File: src/design/vgsd_pkg.sv
`timescale 1ns / 1ps
package vgsd_pkg;

	localparam int GRID_SIDE  = 64;
	localparam int CELL_COUNT = GRID_SIDE * GRID_SIDE;
	localparam int CELL_W     = $clog2(CELL_COUNT);
	localparam int SIDE_W     = $clog2(GRID_SIDE + 1);

	// shared divider and square root widths
	localparam int DIV_NW = 40;
	localparam int DIV_DW = 24;
	localparam int DIV_CW = $clog2(DIV_NW);
	localparam int SQ_VW  = 48;
	localparam int SQ_RW  = 24;

	localparam logic [1:0] REQ_DECAY  = 2'd0;
	localparam logic [1:0] REQ_INJECT = 2'd1;
	localparam logic [1:0] REQ_READ   = 2'd2;

	localparam logic [1:0] REG_ORIGIN_X  = 2'd0;
	localparam logic [1:0] REG_ORIGIN_Y  = 2'd1;
	localparam logic [1:0] REG_CELL_SIZE = 2'd2;

	localparam logic [15:0] ORIGIN_RESET    = 16'hFB00;
	localparam logic [14:0] CELL_SIZE_RESET = 15'd256;

	localparam logic [13:0] DECAY_Q14   = 14'd16220;
	localparam logic [15:0] STEP_SCALED = 16'd41984;
	localparam logic [31:0] UNIT_SQ     = 32'h1000_0000;

endpackage

File: src/design/vgsd_isqrt.sv
`timescale 1ns / 1ps
module vgsd_isqrt import vgsd_pkg::*; (
	input  logic             clk,
	input  logic             arst_n,
	input  logic             start,
	input  logic [SQ_VW-1:0] value,
	output logic             done,
	output logic [SQ_RW-1:0] root
);
	logic             busy_q;
	logic             done_q;
	logic [SQ_VW-1:0] n_q;
	logic [SQ_VW-1:0] res_q;
	logic [SQ_VW-1:0] bit_q;
	logic [SQ_VW-1:0] sum;
	logic             ge;

	// digit by digit root, one result bit per cycle
	assign sum = res_q + bit_q;
	assign ge  = n_q >= sum;

	always_ff @(posedge clk or negedge arst_n) begin
		if (!arst_n) begin
			busy_q <= 1'b0;
			done_q <= 1'b0;
		end else begin
			done_q <= 1'b0;
			if (start) begin
				busy_q <= 1'b1;
				n_q    <= value;
				res_q  <= '0;
				bit_q  <= {2'b01, {(SQ_VW - 2){1'b0}}};
			end else if (busy_q) begin
				if (ge) begin
					n_q   <= n_q - sum;
					res_q <= (res_q >> 1) + bit_q;
				end else begin
					res_q <= res_q >> 1;
				end
				bit_q <= bit_q >> 2;
				if (bit_q[0]) begin
					busy_q <= 1'b0;
					done_q <= 1'b1;
				end
			end
		end
	end

	assign done = done_q;
	assign root = res_q[SQ_RW-1:0];
endmodule

File: config.mk
export PLATFORM = sky130hd
export DESIGN_NAME = vgsd_isqrt
export DESIGN_NICKNAME = d
export VERILOG_FILES = /design/src/design/vgsd_pkg.sv /design/src/design/vgsd_isqrt.sv
export SDC_FILE = /design/constraint.sdc
export NUM_CORES = 1
export LEC_CHECK = 0
export ABC_CLOCK_PERIOD_IN_PS = 6520
export BUFFER_PORTS_ARGS = -buffer_cell sky130_fd_sc_hd__buf_2
export CAP_MARGIN = 20
export CELL_PAD_IN_SITES_DETAIL_PLACEMENT = 0
export CELL_PAD_IN_SITES_GLOBAL_PLACEMENT = 2
export CORE_UTILIZATION = 36
export CTS_CLUSTER_SIZE = 16
export DETAILED_ROUTE_END_ITERATION = 10
export MAX_ROUTING_LAYER = met4
export PLACE_DENSITY = 0.87
export SETUP_SLACK_MARGIN = 0.5
export SLEW_MARGIN = 20
export SYNTH_ARGS = -nofsm -noshare
export SYNTH_HDL_FRONTEND = slang
export SYNTH_SLANG_ARGS = --single-unit
File: constraint.sdc
create_clock -name clk -period 6.52 [get_ports clk]
set_input_delay 0.326 -clock clk [delete_from_list [all_inputs] [get_ports clk]]
set_output_delay 0.326 -clock clk [all_outputs]
set_load 0.02 [all_outputs]
# After elaboration in Yosys (flattened, before gate mapping)
# Index checks and enable logic that the tools add are counted.
[word_totals]
ff_bits = 146
in_bits = 51
out_inout_bits = 25
wordCells = 24
[classes]
n_addsub = 3
n_lt_le_gt_ge = 1
n_mux = 12
n_reduce_logical = 3
[ops]
columns = ["cell", "n"]
rows = [
  ["$mux 48", 6],
  ["$add 47x48->48", 1],
  ["$add 48x48->48", 1],
  ["$ge 48x48->1", 1],
  ["$sub 48x48->48", 1],
  ["$mux 1", 6],
  ["$reduce_bool 2->1", 2],
  ["$reduce_and 3->1", 1],
]

# Depth between registers and ports, before layout
# Gate-level depths: netlist (run 1).
[depth]
word_depth = 5
ltp_mapped = 25
ltp_nobuf = 24

# Least setup slack after synthesis (run 1)
# Ideal clock, no wire load.
[synth_timing]
kind = "reg2reg"
from = "reg res_q[7]"
to = "reg n_q[0], enable pin"
setup_ps = 409
arrival_ps = 5635
required_ps = 6111
slack_ps = 476
stages_incl_launch_ff = 21
path_buffers = 1
synth_period_minus_slack_ps = 6044
cell_sequence = "edfxtp_1 -> ha_1 -> a211o_1 -> a2111oi_0 -> nor3_1 -> o31a_1 -> o21a_1 -> o21a_1 -> o2111ai_1 -> nand2_1 -> a21oi_1 -> xor2_1 -> ha_1 -> clkbuf_1 -> nand4_1 -> nor4_1 -> nand4b_1 -> a221oi_1 -> nor2_4 -> nor2_1 -> o21a_1"
[synth_via]
elab_chain_cells = 4
[synth_lines]
columns = ["element", "line_no", "text"]
rows = [
  ["start, declared", "vgsd_isqrt.sv:13", "logic [SQ_VW-1:0] res_q;"],
  ["start signal, assigned", "vgsd_isqrt.sv:36", "res_q <= (res_q >> 1) + bit_q;"],
  ["start signal, assigned", "vgsd_isqrt.sv:38", "res_q <= res_q >> 1;"],
  ["$add 48x48->48", "vgsd_isqrt.sv:19", "assign sum = res_q + bit_q;"],
  ["$ge 48x48->1", "vgsd_isqrt.sv:20", "assign ge = n_q >= sum;"],
  ["$reduce_bool 2->1 (no line)", "-", ""],
  ["$reduce_and 3->1 (no line)", "-", ""],
  ["end signal, assigned", "vgsd_isqrt.sv:30", "n_q <= value;"],
  ["end signal, assigned", "vgsd_isqrt.sv:35", "n_q <= n_q - sum;"],
  ["end, declared", "vgsd_isqrt.sv:12", "logic [SQ_VW-1:0] n_q;"],
]
# No other way between the ends.
# A chain may end at the register's enable or synchronous reset.

# Worst setup path after layout (run 1)
[layout_timing]
from = "reg res_q[4]"
to = "reg res_q[0], data pin"
[layout_via]
elab_chain_cells = 4
[layout_lines]
columns = ["element", "line_no", "text"]
rows = [
  ["$add 48x48->48", "vgsd_isqrt.sv:19", ""],
  ["$ge 48x48->1", "vgsd_isqrt.sv:20", ""],
  ["$mux 48", "vgsd_isqrt.sv:34", "if (ge) begin"],
  ["$mux 48", "vgsd_isqrt.sv:33", "end else if (busy_q) begin"],
]
# No other way between the ends.

==> impl_metrics.ini, run 1 <==
[synthesis]
ys_ff_latch = 146
yosys_warnings = 0
synth_most_common_cell = a21oi_1
synth.distinct_cells = 82
synth_ff_type = edfxtp_1
synthesis.nets = 1906
synthesis.area_sq_mm = 0.01476
async_reset_ff_frac = 0.01370
seq_area_frac_synth = 0.2963
yosys-top-cells-area = edfxtp_1 29%, ha_1 12%, a21oi_1 5.7%
ys_top_cells_by_count = 167 x a21oi_1, 156 x nand2_1, 145 x nor2_1
synth-edff-count = 144
syn_inst = 1710
synth_top_area_share = 0.2929
synth_area_per_cell_sq_um = 8.633
synth_largest_area_cell = edfxtp_1

[cells_and_area]
area_growth_pct = 8.645
drive_gt1_frac = 0.09687
post-route-util = 0.4000
diodes = 0
num-nets-final = 1907
n_fill_cell = 4102

[sta]
finalMaxSlewViolations = 0
relSlewSlack = 0.4213
grt_setup_unrepaired = false
finalCritPeriodShare = 0.8744
tightest_slew_ns = 0.8681
setup_viol = 0
fin_crit_ns = 5.701
finalHoldViolCount = 0
finClkSkew_ns = 0.01706
max_freq_mhz = 175.4
fin_tns_setup_ns = 0

[pwr]
ir_worst_vdd_uv = 223.3
p_per_area_mw_per_mm2 = 507.8
p_leak_nw = 6.857

[clock_network]
cts_setup_buffers = 0
cts_buffers = 17
clk_pin_slew_ns = 0.07
cts_root_buf = clkbuf_16
htreeDepth = 4
clockBufferDepth = 2
cts_tree = yes
clock_sinks = 146
clkLatencyLatePin_ns = 0.47

[worst_setup_path]
r2r_slack_ns = 0.82
crit_path_start_kind = flop
critPathMaxFanout = 7
reg2reg_depth = 21
required_ns = 6.70
r2r-end = res_q[0]$_SDFFCE_PP0P_
path_class = flop to flop
reg2reg_from = res_q[4]$_SDFFCE_PP0P_
cp.arrival_ns = 5.88
endpoint_kind = flop

[floorplan]
pin_count = 76
rows = 73
dieArea_sq_mm = 0.04182
core-area_sq_mm = 0.04010
start_util = 0.3682
dieHeight_microns = 204.5
die_w_microns = 204.5

[routing]
vias = 12880
viasPerCell = 5.727
drtPass1Iterations = 4
drtIter0Drc = 865
drc = 0
wl_microns = 43020
ant_nets = 0
wl_per_cell_microns = 19.13

[grt]
overflow = 0
grt_pass1_vias = 12430
grt_use_total = 0.2127
antenna_found_initial = 0
grt_max_degree = 89
grt_first_pass_wirelength_microns = 67940

[job]
drv_cap = 0

[worst_hold_path]
holdPathStages = 3
hold-path-endpoint = n_q[46]$_DFFE_PP_
hp-class = input port to flop
holdCritStartpoint = value[46]

[placed_design]
dp_hpwl_microns = 32430
place.gp.congestion = 0.8712
place.port_buffers = 75

[outcome]
status = completed
where the power goes:
group          leakage, nW  internal [mW]  switching, mW  total, mW
sequential            1.46           1.41          0.216       1.63
combinational         5.12           2.21           3.31       5.52
clock                0.277          0.504          0.491      0.996
total                 6.86           4.13           4.02       8.15
kinds of logic (layout without fill, tap and decap cells):
| group | after synthesis | count (layout) | synth area share |
|---|---|---|---|
| flops | 146 | 146 | 0.2963 |
| xor+xnor | 121 | 121 | 0.07179 |
| simple gates | 483 | 483 | 0.1550 |
| mux | 60 | 60 | 0.04094 |
| buf+inv | 151 | 165 | 0.04899 |
| compound gates | 604 | 604 | 0.2626 |
| fa+ha+maj | 145 | 145 | 0.1244 |
worst max path at each step:
stage	slack, ns	cells past startpoint	startpoint	to
after floorplan	0.95	20	res_q[7]$_SDFFCE_PP0P_	n_q[0]$_DFFE_PP_
after global placement	0.77	21	res_q[7]$_SDFFCE_PP0P_	n_q[43]$_DFFE_PP_
after detailed placement	0.67	19	res_q[7]$_SDFFCE_PP0P_	n_q[44]$_DFFE_PP_
after CTS	0.65	19	res_q[7]$_SDFFCE_PP0P_	n_q[44]$_DFFE_PP_
after global routing	0.50	22	res_q[4]$_SDFFCE_PP0P_	n_q[10]$_DFFE_PP_
final	0.82	21	res_q[4]$_SDFFCE_PP0P_	res_q[0]$_SDFFCE_PP0P_
per-layer routing:
| layer | track usage | vias to the layer above | share of wire |
|---|---|---|---|
| li1 | - | 6408 | - |
| met1 | 0.2614 | 6172 | 0.45 |
| met2 | 0.3642 | 254 | 0.50 |
| met3 | 0.02768 | 45 | 0.034 |
| met4 | 0.05810 | 0 | 0.017 |
| met5 | - | - | 0 |
critical path, cell delays in order, from the launching register on:
cell,delay [ns]
edfxtp_1,0.51
ha_1,0.41
o21a_1,0.21
nor2_1,0.12
and4b_1,0.24
o2111ai_1,0.20
and3b_1,0.27
o31a_1,0.26
o21ai_0,0.14
a31oi_1,0.29
o21ai_0,0.16
xnor2_1,0.27
ha_1,0.34
and3_1,0.26
nand2_1,0.17
o21ba_2,0.18
o211ai_1,0.15
o211ai_1,0.16
nor2_4,0.28
inv_1,0.20
a21oi_1,0.43
a211oi_1,0.14
flip-flops by register name (all words and copies together) (netlist names):
register	cells
res_q	48
bit_q	48
n_q	48
done	1
busy_q	1
through the flow:
step	worst slack, ns	hold WS, ns	cell area [sq um]	cells	power [mW]
2_1_floorplan	0.9522	0.03041	14760	1710	5.732
3_3_place_gp	0.7707	0.3500	15370	2215	6.986
3_5_place_dp	0.6675	0.3525	15370	2215	7.005
4_1_cts	0.6466	0.1131	15940	2248	8.033
5_1_grt	0.4971	0.1350	16040	2249	8.855
6_report	0.8186	0.1312	16040	2249	8.145
area by class of cell:
type	instances	area, sq um	area share
clock inverters	15	138.9	0.008659
multi-input cells	1413	9737	0.6071
well taps	525	656.9	0.04095
inverters	43	161.4	0.01006
clock buffers	17	425.4	0.02652
flip-flops and latches	146	4378	0.2730
repair buffers	90	541.8	0.03378
what timing repair did:
item	in CTS	in global routing
gates resized for setup	0	23
setup endpoints to repair	0	106
hold buffers	1	0
hold endpoints to repair	1	0
layout by cell type (no fill, tap or decap), drive strengths merged, types with 15 or more instances in the layout:
| cell type | n |
|---|---|
| edfxtp | 144 |
| xor2 | 56 |
| nand3 | 25 |
| clkbuf | 18 |
| a21oi | 169 |
| mux2i | 57 |
| ha | 142 |
| nor2 | 146 |
| o21bai | 30 |
| buf | 88 |
| and3 | 15 |
| nand2 | 157 |
| nor3 | 23 |
| a31oi | 17 |
| a21o | 81 |
| xnor2 | 65 |
| o21ai | 143 |
| inv | 52 |
| nand4 | 36 |
| o211ai | 35 |
| a211oi | 19 |
No activity file was read; power rests on OpenSTA's default activity.
==> run 2: changes to the inputs <==
CORE_MARGIN = 2   (was not set)
==> run 2 against run 1 <==
Effect of this change:
- clock power hardly changed
- die area is 2.0% higher
- maximum frequency grew 0.16%
- via count down 0.78%
- routed wire length fell by 0.59%
- critical path type unchanged
- cell area is 0.39% higher
- sequential share of layout area shrank 0.11 points
- sequential cell count unchanged
- worst setup slack gained 0.0089 ns
- combinational power hardly changed
==> impl_metrics.ini, run 2 (synthesis gave the netlist of run 1 again) <==
[outcome]
status = completed

[pwr]
p_per_area_mw_per_mm2 = 508.3
p_leak_nw = 6.882
ir_worst_vdd_uv = 231.6

[cells_and_area]
area_growth_pct = 9.069
post-route-util = 0.3961
num-nets-final = 1910
n_fill_cell = 4157
stdcell_count = 2261
layout_common_cells = 165 x a21oi_1, 156 x nand2_1, 144 x nor2_1, 144 x edfxtp_1, 137 x ha_1
drive_gt1_frac = 0.1008
layout_commonest_cell = a21oi_1
reg.largest.list = bit_q: 48 flops, n_q: 48 flops, res_q: 48 flops

[routing]
viasPerCell = 5.652
wl_microns = 42770
top_layer = met4
routed-wl-met2_microns = 20970
vias = 12780
ant_nets = 0
dr_wl_met3_microns = 1739
wl_met1_microns = 19510
drtPass1Iterations = 6
drtIter0Drc = 842
drc = 0
wl_per_cell_microns = 18.92

[grt]
grt_use_total = 0.2037
grt_max_degree = 81
overflow = 0
grt_pass1_vias = 12170
antenna_found_initial = 0
grt_first_pass_wirelength_microns = 66370

[sta]
tightest_slew_ns = 0.8676
relSlewSlack = 0.4216
fin_crit_ns = 5.693
fin_tns_setup_ns = 0
finClkSkew_ns = 0.01261
grt_setup_unrepaired = false
finalCritPeriodShare = 0.8731
finalHoldViolCount = 0
setup_viol = 0
finalMaxSlewViolations = 0
max_freq_mhz = 175.7
hold_ws_ns = 0.1383

[floorplan]
start_util = 0.3632
rows = 74
dieHeight_microns = 206.5
pin_count = 76
die_w_microns = 206.5
dieArea_sq_mm = 0.04264
core-area_sq_mm = 0.04065

[worst_setup_path]
r2r_slack_ns = 0.83
reg2reg_depth = 23
reg2reg_from = bit_q[0]$_SDFFCE_PP0P_
critPathMaxFanout = 40
endpoint_kind = flop
path_class = flop to flop
crit_end = res_q[44]$_SDFFCE_PP0P_
cp.arrival_ns = 5.94
crit_path_start_kind = flop
required_ns = 6.77
startpoint = bit_q[0]$_SDFFCE_PP0P_
r2r-end = res_q[44]$_SDFFCE_PP0P_

[job]
drv_cap = 0

[clock_network]
clkLatencyLatePin_ns = 0.46
cts_buffers = 17
cts_tree = yes
clock_sinks = 146
clockBufferDepth = 2
htreeDepth = 4
cts_root_buf = clkbuf_16
clk_pin_slew_ns = 0.07

[placed_design]
dp_cells = 2220
place.gp.congestion = 0.8703
place.port_buffers = 75
dp_hpwl_microns = 32060

[worst_hold_path]
hp-class = input port to flop
==> run 2: report_power, final <==
group	leakage (nW)	internal (mW)	total, mW	switching, mW
registers	1.46	1.41	1.64	0.228
clock network	0.289	0.513	1.01	0.499
logic	5.13	2.23	5.53	3.30
==> run 2: layout make-up <==
| class | instances | area, sq um | area share |
|---|---|---|---|
| Clock buffer | 17 | 425.4 | 0.02642 |
| Sequential cell | 146 | 4378 | 0.2719 |
| Inverter | 43 | 161.4 | 0.01002 |
| Timing Repair Buffer | 93 | 555.5 | 0.03450 |
| Antenna cell | 2 | 5.005 | 0.0003108 |
| Clock inverter | 15 | 155.1 | 0.009636 |
| Multi-Input combinational cell | 1413 | 9756 | 0.6059 |
| Tap cell | 532 | 665.6 | 0.04134 |
==> run 2: per-stage QoR <==
step / power [mW] / area, sq um / setup slack (ns)
CTS: 8.010 / 15950 / 0.5977
detailed placement: 6.967 / 15360 / 0.6509
floorplan: 5.732 / 14760 / 0.9522
global placement: 6.957 / 15360 / 0.6777
global route: 8.880 / 16100 / 0.4814
finish: 8.184 / 16100 / 0.8275
==> run 2: layer usage <==
metal | GRT usage | vias to the layer above
li1 | - | 6414
met1 | 0.2552 | 6095
met2 | 0.3438 | 234
met3 | 0.03217 | 36
met4 | 0.04821 | 0
met5 | - | -
==> run 2: critical path, stage by stage (launching register included) <==
cell	delay, ns
edfxtp_1	0.51
ha_1	0.27
inv_1	0.07
fa_1	0.39
nor2b_1	0.19
o31ai_2	0.11
a21oi_2	0.29
o31a_1	0.18
o21a_1	0.18
o21a_1	0.17
o21a_1	0.14
o21ai_0	0.09
a221o_1	0.39
ha_1	0.45
nand4_1	0.27
nor4_1	0.33
nand4b_1	0.16
a221oi_2	0.20
buf_4	0.17
nor2_4	0.06
clkbuf_16	0.24
a21oi_1	0.16
a21oi_1	0.07
a2111oi_1	0.39
==> run 2: timing repair <==
item,in CTS,in global routing
setup buffers,0,5
hold buffers,1,0
resized for setup,0,27
endpoints found under the hold margin,2,0
setup endpoints to repair,0,104
==> run 2: how the worst min path moves through the flow <==
stage	startpoint	end	depth (start not counted)
finish	value[46]	n_q[46]$_DFFE_PP_	3
global route	value[38]	n_q[38]$_DFFE_PP_	3
CTS	value[46]	n_q[46]$_DFFE_PP_	3
detailed placement	arst_n	done$_DFF_PN0_	1
global placement	arst_n	done$_DFF_PN0_	1
floorplan	arst_n	busy_q$_DFF_PN0_	0
