**src/design/vgsd_pkg.sv**
```systemverilog
`timescale 1ns / 1ps
package vgsd_pkg;

	localparam int GRID_SIDE  = 64;
	localparam int CELL_COUNT = GRID_SIDE * GRID_SIDE;
	localparam int CELL_W     = $clog2(CELL_COUNT);
	localparam int SIDE_W     = $clog2(GRID_SIDE + 1);

	// shared divider and square root widths
	localparam int DIV_NW = 40;
	localparam int DIV_DW = 24;
	localparam int DIV_CW = $clog2(DIV_NW);
	localparam int SQ_VW  = 48;
	localparam int SQ_RW  = 24;

	localparam logic [1:0] REQ_DECAY  = 2'd0;
	localparam logic [1:0] REQ_INJECT = 2'd1;
	localparam logic [1:0] REQ_READ   = 2'd2;

	localparam logic [1:0] REG_ORIGIN_X  = 2'd0;
	localparam logic [1:0] REG_ORIGIN_Y  = 2'd1;
	localparam logic [1:0] REG_CELL_SIZE = 2'd2;

	localparam logic [15:0] ORIGIN_RESET    = 16'hFB00;
	localparam logic [14:0] CELL_SIZE_RESET = 15'd256;

	localparam logic [13:0] DECAY_Q14   = 14'd16220;
	localparam logic [15:0] STEP_SCALED = 16'd41984;
	localparam logic [31:0] UNIT_SQ     = 32'h1000_0000;

endpackage

```
**src/design/vgsd_div.sv**
```systemverilog
`timescale 1ns / 1ps
module vgsd_div import vgsd_pkg::*; (
	input  logic              clk,
	input  logic              arst_n,
	input  logic              start,
	input  logic [DIV_NW-1:0] num,
	input  logic [DIV_DW-1:0] den,
	output logic              done,
	output logic [DIV_NW-1:0] quo,
	output logic [DIV_DW-1:0] rem
);
	logic              busy_q;
	logic              done_q;
	logic [DIV_CW-1:0] cnt_q;
	logic [DIV_NW-1:0] quo_q;
	logic [DIV_DW-1:0] rem_q;
	logic [DIV_DW-1:0] den_q;
	logic [DIV_DW:0]   trial;
	logic [DIV_DW:0]   diff;
	logic              ge;

	// restoring division, one quotient bit per cycle
	assign trial = {rem_q, quo_q[DIV_NW-1]};
	assign ge    = trial >= {1'b0, den_q};
	assign diff  = trial - {1'b0, den_q};

	always_ff @(posedge clk or negedge arst_n) begin
		if (!arst_n) begin
			busy_q <= 1'b0;
			done_q <= 1'b0;
			cnt_q  <= '0;
		end else begin
			done_q <= 1'b0;
			if (start) begin
				busy_q <= 1'b1;
				cnt_q  <= '0;
				quo_q  <= num;
				rem_q  <= '0;
				den_q  <= den;
			end else if (busy_q) begin
				rem_q <= ge ? diff[DIV_DW-1:0] : trial[DIV_DW-1:0];
				quo_q <= {quo_q[DIV_NW-2:0], ge};
				cnt_q <= cnt_q + 1'b1;
				if (cnt_q == DIV_CW'(DIV_NW - 1)) begin
					busy_q <= 1'b0;
					done_q <= 1'b1;
				end
			end
		end
	end

	assign done = done_q;
	assign quo  = quo_q;
	assign rem  = rem_q;
endmodule

```
**config.mk**
```make
export PLATFORM = sky130hd
export DESIGN_NAME = vgsd_div
export DESIGN_NICKNAME = d
export VERILOG_FILES = /design/src/design/vgsd_pkg.sv /design/src/design/vgsd_div.sv
export SDC_FILE = /design/constraint.sdc
export NUM_CORES = 1
export LEC_CHECK = 0
export BUFFER_PORTS_ARGS = -buffer_cell sky130_fd_sc_hd__buf_2
export CAP_MARGIN = 20
export CELL_PAD_IN_SITES_DETAIL_PLACEMENT = 0
export CELL_PAD_IN_SITES_GLOBAL_PLACEMENT = 1
export CORE_MARGIN = 4
export CORE_UTILIZATION = 42
export CTS_BUF_LIST = sky130_fd_sc_hd__clkbuf_4 sky130_fd_sc_hd__clkbuf_8 sky130_fd_sc_hd__clkbuf_16
export DETAILED_ROUTE_END_ITERATION = 12
export GPL_TIMING_DRIVEN = 0
export MAX_ROUTING_LAYER = met4
export PLACE_DENSITY_LB_ADDON = 0.15
export SYNTH_ARGS = -nofsm -noshare
export SYNTH_HDL_FRONTEND = slang
export SYNTH_SLANG_ARGS = --single-unit
```
**constraint.sdc**
```tcl
create_clock -name clk -period 3.8 [get_ports clk]
set_input_delay 0.95 -clock clk [delete_from_list [all_inputs] [get_ports clk]]
set_output_delay 0.95 -clock clk [all_outputs]
set_load 0.01 [all_outputs]
```
======== Word-level counts from Yosys, hierarchy flattened ========
Cells that the tools add are included.
storage, ports and cells
  register bits after elaboration ......... 96
  latch bits .............................. 0
  memory bits (writable) .................. 0
  memory bits (read-only) ................. 0
  input bits .............................. 67
  output and inout port bits .............. 65
  logic and storage cells ................. 25
  memories kept ........................... 0
cells by class
  add/sub/neg operators ................... 2
  multiply operators ...................... 0
  divide/modulo/power cells ............... 0
  $lt $le $gt $ge ......................... 1
  equality and inequality tests ........... 1
  shift-type cells ........................ 0
  mux-type cells .......................... 12
  bitwise logic cells ..................... 0
  reduce and logical (&&, ||, !) cells .... 3
operators by type and width
  cell                                                            count
  40-bit two-way mux                                              2
  24-bit two-way mux                                              2
  25-bit by 24-bit greater-or-equal comparator with 1-bit output  1
  24-bit subtractor                                               1
  6-bit two-way mux                                               2
  6-bit by 1-bit adder with 6-bit output (second input constant)  1
  6-bit == test (second input constant)                           1
  1-bit two-way mux                                               6
  2-bit AND reduction                                             2
  2-bit nonzero test                                              1

======== Logic depth before layout (Yosys ltp) ========
Gate-level depths: netlist of the first run.
  depth after elaboration ................. 4
  mapped depth ............................ 12
  mapped depth without buffers ............ 11

======== Worst setup path after synthesis of the first run ========
OpenSTA, ideal clock, no wires.
  path type ............................... input to register
  from .................................... input port start
  to ...................................... register quo_q[0] (netlist: quo[0]) (enable)
  library setup time ...................... 0.442 ns
  data arrival time ....................... 3.115 ns
  data required time ...................... 3.358 ns
  setup slack ............................. 0.243 ns
  stages on the path ...................... 3
  buffers on the path ..................... 1
  cell sequence ........................... clkbuf_1 -> nor2_1 -> nor2b_1
on the way
  longest elaborated chain between the ends .. 2
ends and longest elaborated chain
  what                           line            RTL
  from (decl)                    vgsd_div.sv:5   input logic start,
  2-bit nonzero test (no line)   -
  2-bit AND reduction (no line)  -
  to (signal assigned)           vgsd_div.sv:37  quo_q <= num;
  to (signal assigned)           vgsd_div.sv:42  quo_q <= {quo_q[DIV_NW-2:0], ge};
  to (decl)                      vgsd_div.sv:15  logic [DIV_NW-1:0] quo_q;
Every way passes these cells.
A chain may end at the register's enable or synchronous reset.

======== Final worst setup path of the first run ========
  from .................................... register rem_q[8] (netlist: rem[8])
  to ...................................... register rem_q[20] (netlist: rem[20]) (data pin)
on the way
  longest elaborated chain between the ends .. 3
  elaborated cells on any way between the ends .. 4
  classes of those cells .................. add/sub (1); order compare (1); mux (2)
ends and longest elaborated chain
  what                                                                                                 line                            RTL
  from (decl)                                                                                          vgsd_div.sv:16                  logic [DIV_DW-1:0] rem_q;
  from (signal assigned)                                                                               vgsd_div.sv:41                  rem_q <= ge ? diff[DIV_DW-1:0] : trial[DIV_DW-1:0];
  24-bit subtractor or 25-bit by 24-bit greater-or-equal comparator with 1-bit output (tied branches)  vgsd_div.sv:25, vgsd_div.sv:24
  24-bit two-way mux (*)                                                                               vgsd_div.sv:41
  24-bit two-way mux (*)                                                                               vgsd_div.sv:40                  end else if (busy_q) begin
Every way passes the cells marked *; elsewhere a longest branch is shown, timed or not.

==> metrics.yaml, run 1 <==
power.leakage_nw: 2.86
mean_instance_size_in_the_synthesized_netlist_um2: 11.4
layout.cells.most_common: "buf_2"
dpl.hpwl_um: 10200
yosys.area.top_type_share_pct: 47.9
drive_above_1_share_pct: 32.7
clk_transition_reported_paths_ns: 0.07
drt-initial-drc-count: 230
clock_latency_ns: 0.35
p_per_area_nw_per_um2: 511
post-place-ws_ns: 0.607
remaining_drc_errors: 0
layout_common_cells: "buf_2, edfxtp_1, nor2_1"
timing.hold.ws_ns: 0.575
grt_max_degree: 35
crit_family: "compound AO/OA/AOI/OAI gates"
mappedNetlistArea_um2: 5520
synth_cells: 484
clock_tree.htree_level_count: 3
yosys.area.top_type: "edfxtp_1"
timing.final.setup_violations: 0
cts_resized: 0
setup_repair_after_global_routing_missed_its_margin: "false"
synth-main-ff-cell: "edfxtp_1"
die_area_um2: 15000
placement.cell_area_um2: 6430
clock-sinks: 96
nets: 721
gr_ovfl_total: 0
synth.net_count: 577
fmaxAchievable_mhz: 309
first_pass_iters: 4
io_buffer_count: 131
place.gp.congestion: 0.871
cap_violations: 0
kind_of_end_point_of_the_critical_path: "register"
min_from: "cnt_q[1]"
cts_inserted_buffers: 9
maxSlewViolCount: 0
setup_tns_ns: 0
final_worst_setup_slack_ns: 0.567
insertedDiodeCount: 0
post_cts.repair.setup_buffers: 0
placeableCoreArea_um2: 12700
finish.instance_area_um2: 6790
post-route-period-util_pct: 85.1
category_of_the_worst_setup_path_launch_point: "register"
timing.final.crit_period_ns: 3.23
tritoncts: "built"
timing.critical_path.cells: "ha_1 > clkbuf_1 > nand3_1 > nor4_1 > a21oi_2 > a21oi_1 > nand2_1 > a32o_1 > a31o_1"
die_x_um: 123
required_ns: 3.91
ys_types: 50
ys_seq_area_share_pct: 51.5
signed_area_change_from_the_synthesized_netlist_to_the_final_layout_pct: 23.0
buffer_type_at_the_clock_tree_root: "clkbuf_16"
fin_util_pct: 53.4
first_global_vias: 4404
rows: 41
worstHoldPathType: "register to register"
floorplan.initialDensity_pct: 43.4
run_status: "complete, no violations"
max_slew_margin_pct: 45.5
synth.area.top_cells: "edfxtp_1, mux2_2, ha_1"
critPathMaxStageDelay_ns: 0.56
worst_ir_drop_vdd_v: 0.000259
drtAntennaViolNets: 0
detail_route.vias_per_cell: 5.25
async_flop_share_pct: 8.33
postCtsHoldBufs: 0
timing.final.hold_violations: 0
yosys_register_bits: 96
dr_total_vias: 4226
cp_data_arrival_time_ns: 3.34
yosysWarningCount: 0
ctsLongestPathBuffers: 2
routed_wl_um: 13300
die_y_um: 123
wire_length_of_the_first_global_routing_pass_um: 21700
critical_path_class: "register to register"
top_ports: 132
worstPathMaxFanout: 9
number_of_antenna_violations_at_the_first_check_in_global_routing: 0
worst-slew-pin-transition_ns: 0.818
average_routed_wire_per_standard_cell_um: 16.5
rr_startpoint: "rem[8]"
critPathBufInv: 1
grt_usage_pct: 19.1
synth_edf_count: 88
crit_path_top_delay_cell: "a21oi_1"
critPathLaunch: "rem[8]"
final.setup_skew_ns: 0.00524
-- power breakdown --
group | internal, mW | switching, mW
clock | 0.689 | 0.395
sequential | 1.29 | 0.0738
combinational | 0.457 | 0.573
total | 2.43 | 1.04
-- worst reg2reg max path, cell delays in order (launching register included) --
cell and delay [ns]:
edfxtp_1 0.45, ha_1 0.30, clkbuf_1 0.31, nand3_1 0.14, nor4_1 0.37, a21oi_2 0.14
a21oi_1 0.56, nand2_1 0.24, a32o_1 0.30, a31o_1 0.17
-- path summary, 6_finish.rpt --
kind | to | slack, ns | cells after the start
min in group asynchronous | cnt_q[3] | 0.71 | 1
worst max register to register | rem[20] | 0.57 | 9
max in group asynchronous | cnt_q[1] | 2.59 | 1
worst min register to register | cnt_q[1] | 0.57 | 2
worst max-delay path | rem[20] | 0.57 | 9
worst min-delay path | cnt_q[1] | 0.57 | 2
-- stage by stage --
step / power (mW) / instances
2_1_floorplan: 2.11 / 484
3_3_place_gp: 2.40 / 787
3_5_place_dp: 2.42 / 789
4_1_cts: 3.51 / 805
5_1_grt: 3.69 / 805
6_report: 3.48 / 805
-- metal layers --
metal | global-route usage (%) | wire [um]
met1 | 23.7 | 5890
met2 | 30.3 | 6330
met3 | 5.21 | 925
met4 | 6.30 | 171
met5 | - | 0
-- synth_stat cells, types with 2 or more instances --
library cell	number
a21oi_1	25
nor2_1	41
ha_1	25
nor4_1	3
mux2i_1	17
nand3_1	15
or3_1	3
mux2_2	39
dfrtp_1	8
a21oi_2	2
and2_1	6
a211oi_1	23
o21a_1	7
o21ai_1	5
o2111ai_1	4
o21bai_1	4
clkbuf_1	17
a31oi_1	3
a311o_1	2
nand2_1	24
a21o_1	6
buf_2	8
buf_6	3
nor2b_1	4
inv_1	31
xor2_1	10
edfxtp_1	88
o21ai_0	16
nand4_1	7
nor3_1	7
xnor2_1	12
-- cells by family (layout without fill, tap and decap cells) --
kind of cell / Yosys count / in the layout / share of synthesized area [%]
buf+inv: 59 / 208 / 4.60
flops: 96 / 96 / 51.5
compound gates: 109 / 109 / 13.4
fa+ha+maj: 26 / 26 / 6.03
xor+xnor: 22 / 22 / 3.49
mux: 56 / 56 / 11.0
simple gates: 116 / 116 / 9.95
-- state kept, by name, summed over array words and instances, names as in the netlist --
signal / cells
busy_q: 1
cnt_q: 6
den_q: 24
done: 1
quo: 40
rem: 24
-- final cells by class --
class / count / area (um^2)
clock buffers: 12 / 260
multi-input cells: 329 / 2430
flip-flops and latches: 96 / 2840
plain buffers: 28 / 138
inverters: 31 / 116
well taps: 172 / 215
clock inverters: 4 / 98.8
fillers: 1194 / 5930
repair buffers: 133 / 691
(Power assumes the default switching activity.)
==> inputs of run 2 (changes only) <==
==> constraint.sdc (replaced) <==
create_clock -name clk -period 3.8 [get_ports clk]
set_input_delay 0.19 -clock clk [delete_from_list [all_inputs] [get_ports clk]]
set_output_delay 0.19 -clock clk [all_outputs]
set_load 0.01 [all_outputs]
==> metrics.yaml, run 2 (synthesized netlist as in run 1, its figures left out) <==
required_ns: 3.91
max_slew_margin_pct: 45.1
buffer_type_at_the_clock_tree_root: "clkbuf_16"
die_y_um: 123
rows: 41
number_of_antenna_violations_at_the_first_check_in_global_routing: 0
timing.hold.ws_ns: 0.0127
max_reg_flops: 40
cts_inserted_buffers: 9
run_status: "complete, no violations"
wire_length_of_the_first_global_routing_pass_um: 21900
ctsLongestPathBuffers: 2
routed_wl_um: 13400
timing.reg2reg.setup_slack_ns: 0.58
first_global_vias: 4446
layout_common_cells: "buf_2, edfxtp_1, nor2_1"
dpl.hpwl_um: 10200
timing.final.hold_violations: 0
dp_cells: 789
filler_cells_inserted: 1192
worst_ir_drop_vdd_v: 0.000261
p_per_area_nw_per_um2: 507
timing.final.setup_violations: 0
remaining_drc_errors: 0
category_of_the_worst_setup_path_launch_point: "register"
post_cts.repair.setup_buffers: 0
die_x_um: 123
final_cell_count_without_fillers: 812
dr_total_vias: 4238
grt_usage_pct: 19.2
worstHoldPathType: "primary input to register"
power.leakage_nw: 2.89
worst_reg_to_reg_path_cell_count: 9
timing.final.crit_period_ns: 3.22
io_buffer_count: 131
tritoncts: "built"
worstHoldEndpoint: "den_q[23]"
clock_tree.htree_level_count: 3
first_pass_iters: 4
top_ports: 132
critical_path_class: "register to register"
place.gp.congestion: 0.871
setup_tns_ns: 0
floorplan.initialDensity_pct: 43.4
drive_above_1_share_pct: 32.3
finish.instance_area_um2: 6860
min_from: "den[23]"
drtAntennaViolNets: 0
setup_repair_after_global_routing_missed_its_margin: "false"
min_path_cells: 1
drt-initial-drc-count: 227
worst-slew-pin-transition_ns: 0.824
grt_max_degree: 35
average_routed_wire_per_standard_cell_um: 16.4
fin_util_pct: 54.0
insertedDiodeCount: 0
placement.cell_area_um2: 6430
kind_of_end_point_of_the_critical_path: "register"
die_area_um2: 15000
regToRegEndpoint: "rem[20]"
worstPathMaxFanout: 9
post-route-period-util_pct: 84.7
cap_violations: 0
detail_route.vias_per_cell: 5.22
clock_latency_ns: 0.35
post-place-ws_ns: 0.611
placeableCoreArea_um2: 12700
rr_startpoint: "rem[8]"
final_worst_setup_slack_ns: 0.580
clock-sinks: 96
gr_ovfl_total: 0
fmaxAchievable_mhz: 311
nets: 728
signed_area_change_from_the_synthesized_netlist_to_the_final_layout_pct: 24.3
cts_resized: 0
cp_data_arrival_time_ns: 3.33
layout.cells.most_common: "buf_2"
maxSlewViolCount: 0
clk_transition_reported_paths_ns: 0.07
final.setup_skew_ns: 0.00660
power_mw: 3.48
[run 2: cell count changes in the layout (fill, tap and decap cells not counted)]
cell,change
dlygate4sd3_1,+7
[run 2: power breakdown]
part,switching [mW],internal [mW],total (mW)
Combinational,0.572,0.462,1.03
Sequential,0.0736,1.29,1.36
Clock,0.396,0.689,1.09
[run 2: routing by layer]
metal / global-route usage [%] / up-vias / wire length [um] / share of wire (%)
met3: 5.02 / 14 / 948 / 7.1
met5: - / - / 0 / 0
li1: - / 2104 / - / -
met4: 6.30 / 0 / 172 / 1.3
met1: 23.9 / 1986 / 5880 / 44
met2: 30.6 / 134 / 6360 / 48
[run 2: area by class of cell]
type / count / area, um^2 / share of cell area [%]
plain buffers: 28 / 138 / 2.01
clock buffers: 12 / 260 / 3.79
flip-flops and latches: 96 / 2840 / 41.4
well taps: 172 / 215 / 3.14
clock inverters: 4 / 98.8 / 1.44
inverters: 31 / 116 / 1.70
repair buffers: 140 / 761 / 11.1
multi-input cells: 329 / 2430 / 35.4
[run 2: what timing repair did]
action                                 CTS  global route
hold buffers                             6             1
setup endpoints to repair                0             0
endpoints found under the hold margin   13             1
[run 2: critical path, cell delays in order (launching register included)]
cell	delay, ns
edfxtp_1	0.45
ha_1	0.30
clkbuf_1	0.31
nand3_1	0.14
nor4_1	0.37
a21oi_2	0.14
a21oi_1	0.56
nand2_1	0.23
a32o_1	0.30
a31o_1	0.17
[run 2: worst max-delay path by stage]
stage          slack (ns)  depth (start not counted)  startpoint      end
6_report             0.58                          9      rem[8]  rem[20]
5_1_grt              0.28                          9      rem[8]  rem[20]
4_1_cts              0.58                         11     rem[11]  rem[22]
3_5_place_dp         0.61                         11     rem[11]  rem[12]
3_3_place_gp        -0.11                          2      arst_n   quo[8]
2_1_floorplan        0.82                         11     rem[11]  rem[10]
==> inputs of run 3 (changes only) <==
--- a/config.mk
+++ b/config.mk
@@ -10,7 +10,7 @@
 export CELL_PAD_IN_SITES_DETAIL_PLACEMENT = 0
 export CELL_PAD_IN_SITES_GLOBAL_PLACEMENT = 1
 export CORE_MARGIN = 4
-export CORE_UTILIZATION = 42
+export CORE_UTILIZATION = 38
 export CTS_BUF_LIST = sky130_fd_sc_hd__clkbuf_4 sky130_fd_sc_hd__clkbuf_8 sky130_fd_sc_hd__clkbuf_16
 export DETAILED_ROUTE_END_ITERATION = 12
 export GPL_TIMING_DRIVEN = 0
==> constraint.sdc (replaced) <==
create_clock -name clk -period 2.8 [get_ports clk]
set_input_delay 0.14 -clock clk [delete_from_list [all_inputs] [get_ports clk]]
set_output_delay 0.14 -clock clk [all_outputs]
set_load 0.01 [all_outputs]
==> metrics.yaml, run 3 (synthesized netlist as in run 1, its figures left out) <==
power_mw: 5.04
final_worst_setup_slack_ns: -0.0547
wire_length_of_the_first_global_routing_pass_um: 23600
critical_path_class: "register to register"
clk_transition_reported_paths_ns: 0.07
final.setup_skew_ns: 0.00600
worst_ir_drop_vdd_v: 0.000337
first_pass_iters: 4
cap_violations: 0
run_status: "finished, violations left"
placeableCoreArea_um2: 14000
setup_tns_ns: -0.295
max_slew_margin_pct: 41.7
floorplan.initialDensity_pct: 39.3
category_of_the_worst_setup_path_launch_point: "register"
min_path_cells: 3
setup_repair_after_global_routing_missed_its_margin: "true"
layout_common_cells: "buf_2, edfxtp_1, nor2_1"
die_y_um: 129
fin_util_pct: 54.5
average_routed_wire_per_standard_cell_um: 17.1
maxSlewViolCount: 0
drt-initial-drc-count: 169
place.gp.congestion: 0.828
timing.final.crit_period_ns: 2.85
worst-slew-pin-transition_ns: 0.875
gr_ovfl_total: 0
post-route-period-util_pct: 102
dr_total_vias: 4527
top_ports: 132
p_per_area_nw_per_um2: 658
power.leakage_nw: 3.18
kind_of_end_point_of_the_critical_path: "register"
dpl.hpwl_um: 10600
drive_above_1_share_pct: 41.4
die_area_um2: 16500
detail_route.vias_per_cell: 5.18
clock-sinks: 96
post-place-ws_ns: -0.339
io_buffer_count: 131
timing.final.hold_violations: 0
timing.hold.ws_ns: 0.0664
first_global_vias: 4653
number_of_antenna_violations_at_the_first_check_in_global_routing: 0
clock_tree.htree_level_count: 3
worst_reg_to_reg_path_cell_count: 11
max_reg_flops: 40
cts_inserted_buffers: 9
insertedDiodeCount: 0
drtAntennaViolNets: 0
worstHoldPathType: "primary input to register"
layout.cells.most_common: "buf_2"
worstPathMaxFanout: 5
required_ns: 2.99
cp_data_arrival_time_ns: 3.04
tritoncts: "built"
grt_max_degree: 35
buffer_type_at_the_clock_tree_root: "clkbuf_16"
grt_usage_pct: 18.5
rows: 43
nets: 782
fmaxAchievable_mhz: 350
routed_wl_um: 14900
ctsLongestPathBuffers: 2
timing.final.setup_violations: 7
clock_latency_ns: 0.35
remaining_drc_errors: 0
signed_area_change_from_the_synthesized_netlist_to_the_final_layout_pct: 38.5
violations: "setup timing"
die_x_um: 129
[run 3: cell types whose count changed in the layout (fill, tap and decap cells not counted), moves of 5 or more]
cell,previous run,this run
buf_2,139,132
dlygate4sd3_1,7,25
ha_1,25,17
buf_4,0,38
a211oi_2,0,5
a211oi_1,23,18
[run 3: area by class of cell]
class	instances	area, um^2
clock buffer	10	233
tap	180	225
multi-input combinational	329	2720
inverter	31	116
timing repair buffer	200	1310
buffer	22	136
sequential	96	2840
fill	1222	6390
clock inverter	6	67.6
[run 3: metal layers]
metal / up-vias / global-route usage (%) / wire [um]
li1: 2212 / - / -
met2: 126 / 29.9 / 7180
met4: 0 / 4.51 / 184
met3: 14 / 4.77 / 832
met5: - / - / 0
met1: 2175 / 23.5 / 6710
[run 3: worst paths after layout]
check | from | endpoint | slack, ns
worst max-delay path | rem[13] | rem[16] | -0.05
worst min-delay path | num[0] | quo[0] | 0.07
worst max register to register | rem[13] | rem[16] | -0.05
worst min register to register | cnt_q[5] | cnt_q[5] | 0.56
max in group asynchronous | arst_n | busy_q | 1.82
min in group asynchronous | arst_n | cnt_q[3] | 0.44
[run 3: critical path: stages, from the launching register on]
cell      delay, ns
edfxtp_1       0.44
ha_4           0.26
and2_4         0.15
a311o_1        0.31
a311o_1        0.30
nor2b_4        0.15
o31ai_4        0.30
a21oi_4        0.11
buf_12         0.15
buf_12         0.13
mux2i_4        0.18
a211oi_2       0.21
[run 3: power by group]
group / switching (mW) / internal [mW] / total, mW
combinational: 0.966 / 0.961 / 1.93
clock: 0.559 / 0.706 / 1.26
sequential: 0.0990 / 1.75 / 1.84
total: 1.62 / 3.41 / 5.04
[run 3: timing repair]
| action | 4_1_cts | 5_1_grt |
|---|---|---|
| endpoints found under the setup margin | 25 | 25 |
| pin swaps | 6 | 27 |
| gates resized for setup | 28 | 43 |
| hold buffers | 25 | 0 |
| gates cloned | 1 | 1 |
| buffers inserted | 17 | 25 |
| endpoints found under the hold margin | 32 | 0 |
[run 3: through the flow]
stage                     cell area (um^2)  cells
final                                 7650    874
after global routing                  7650    874
after CTS                             7280    854
after detailed placement              6460    797
after global placement                6410    795
after floorplan                       5530    484
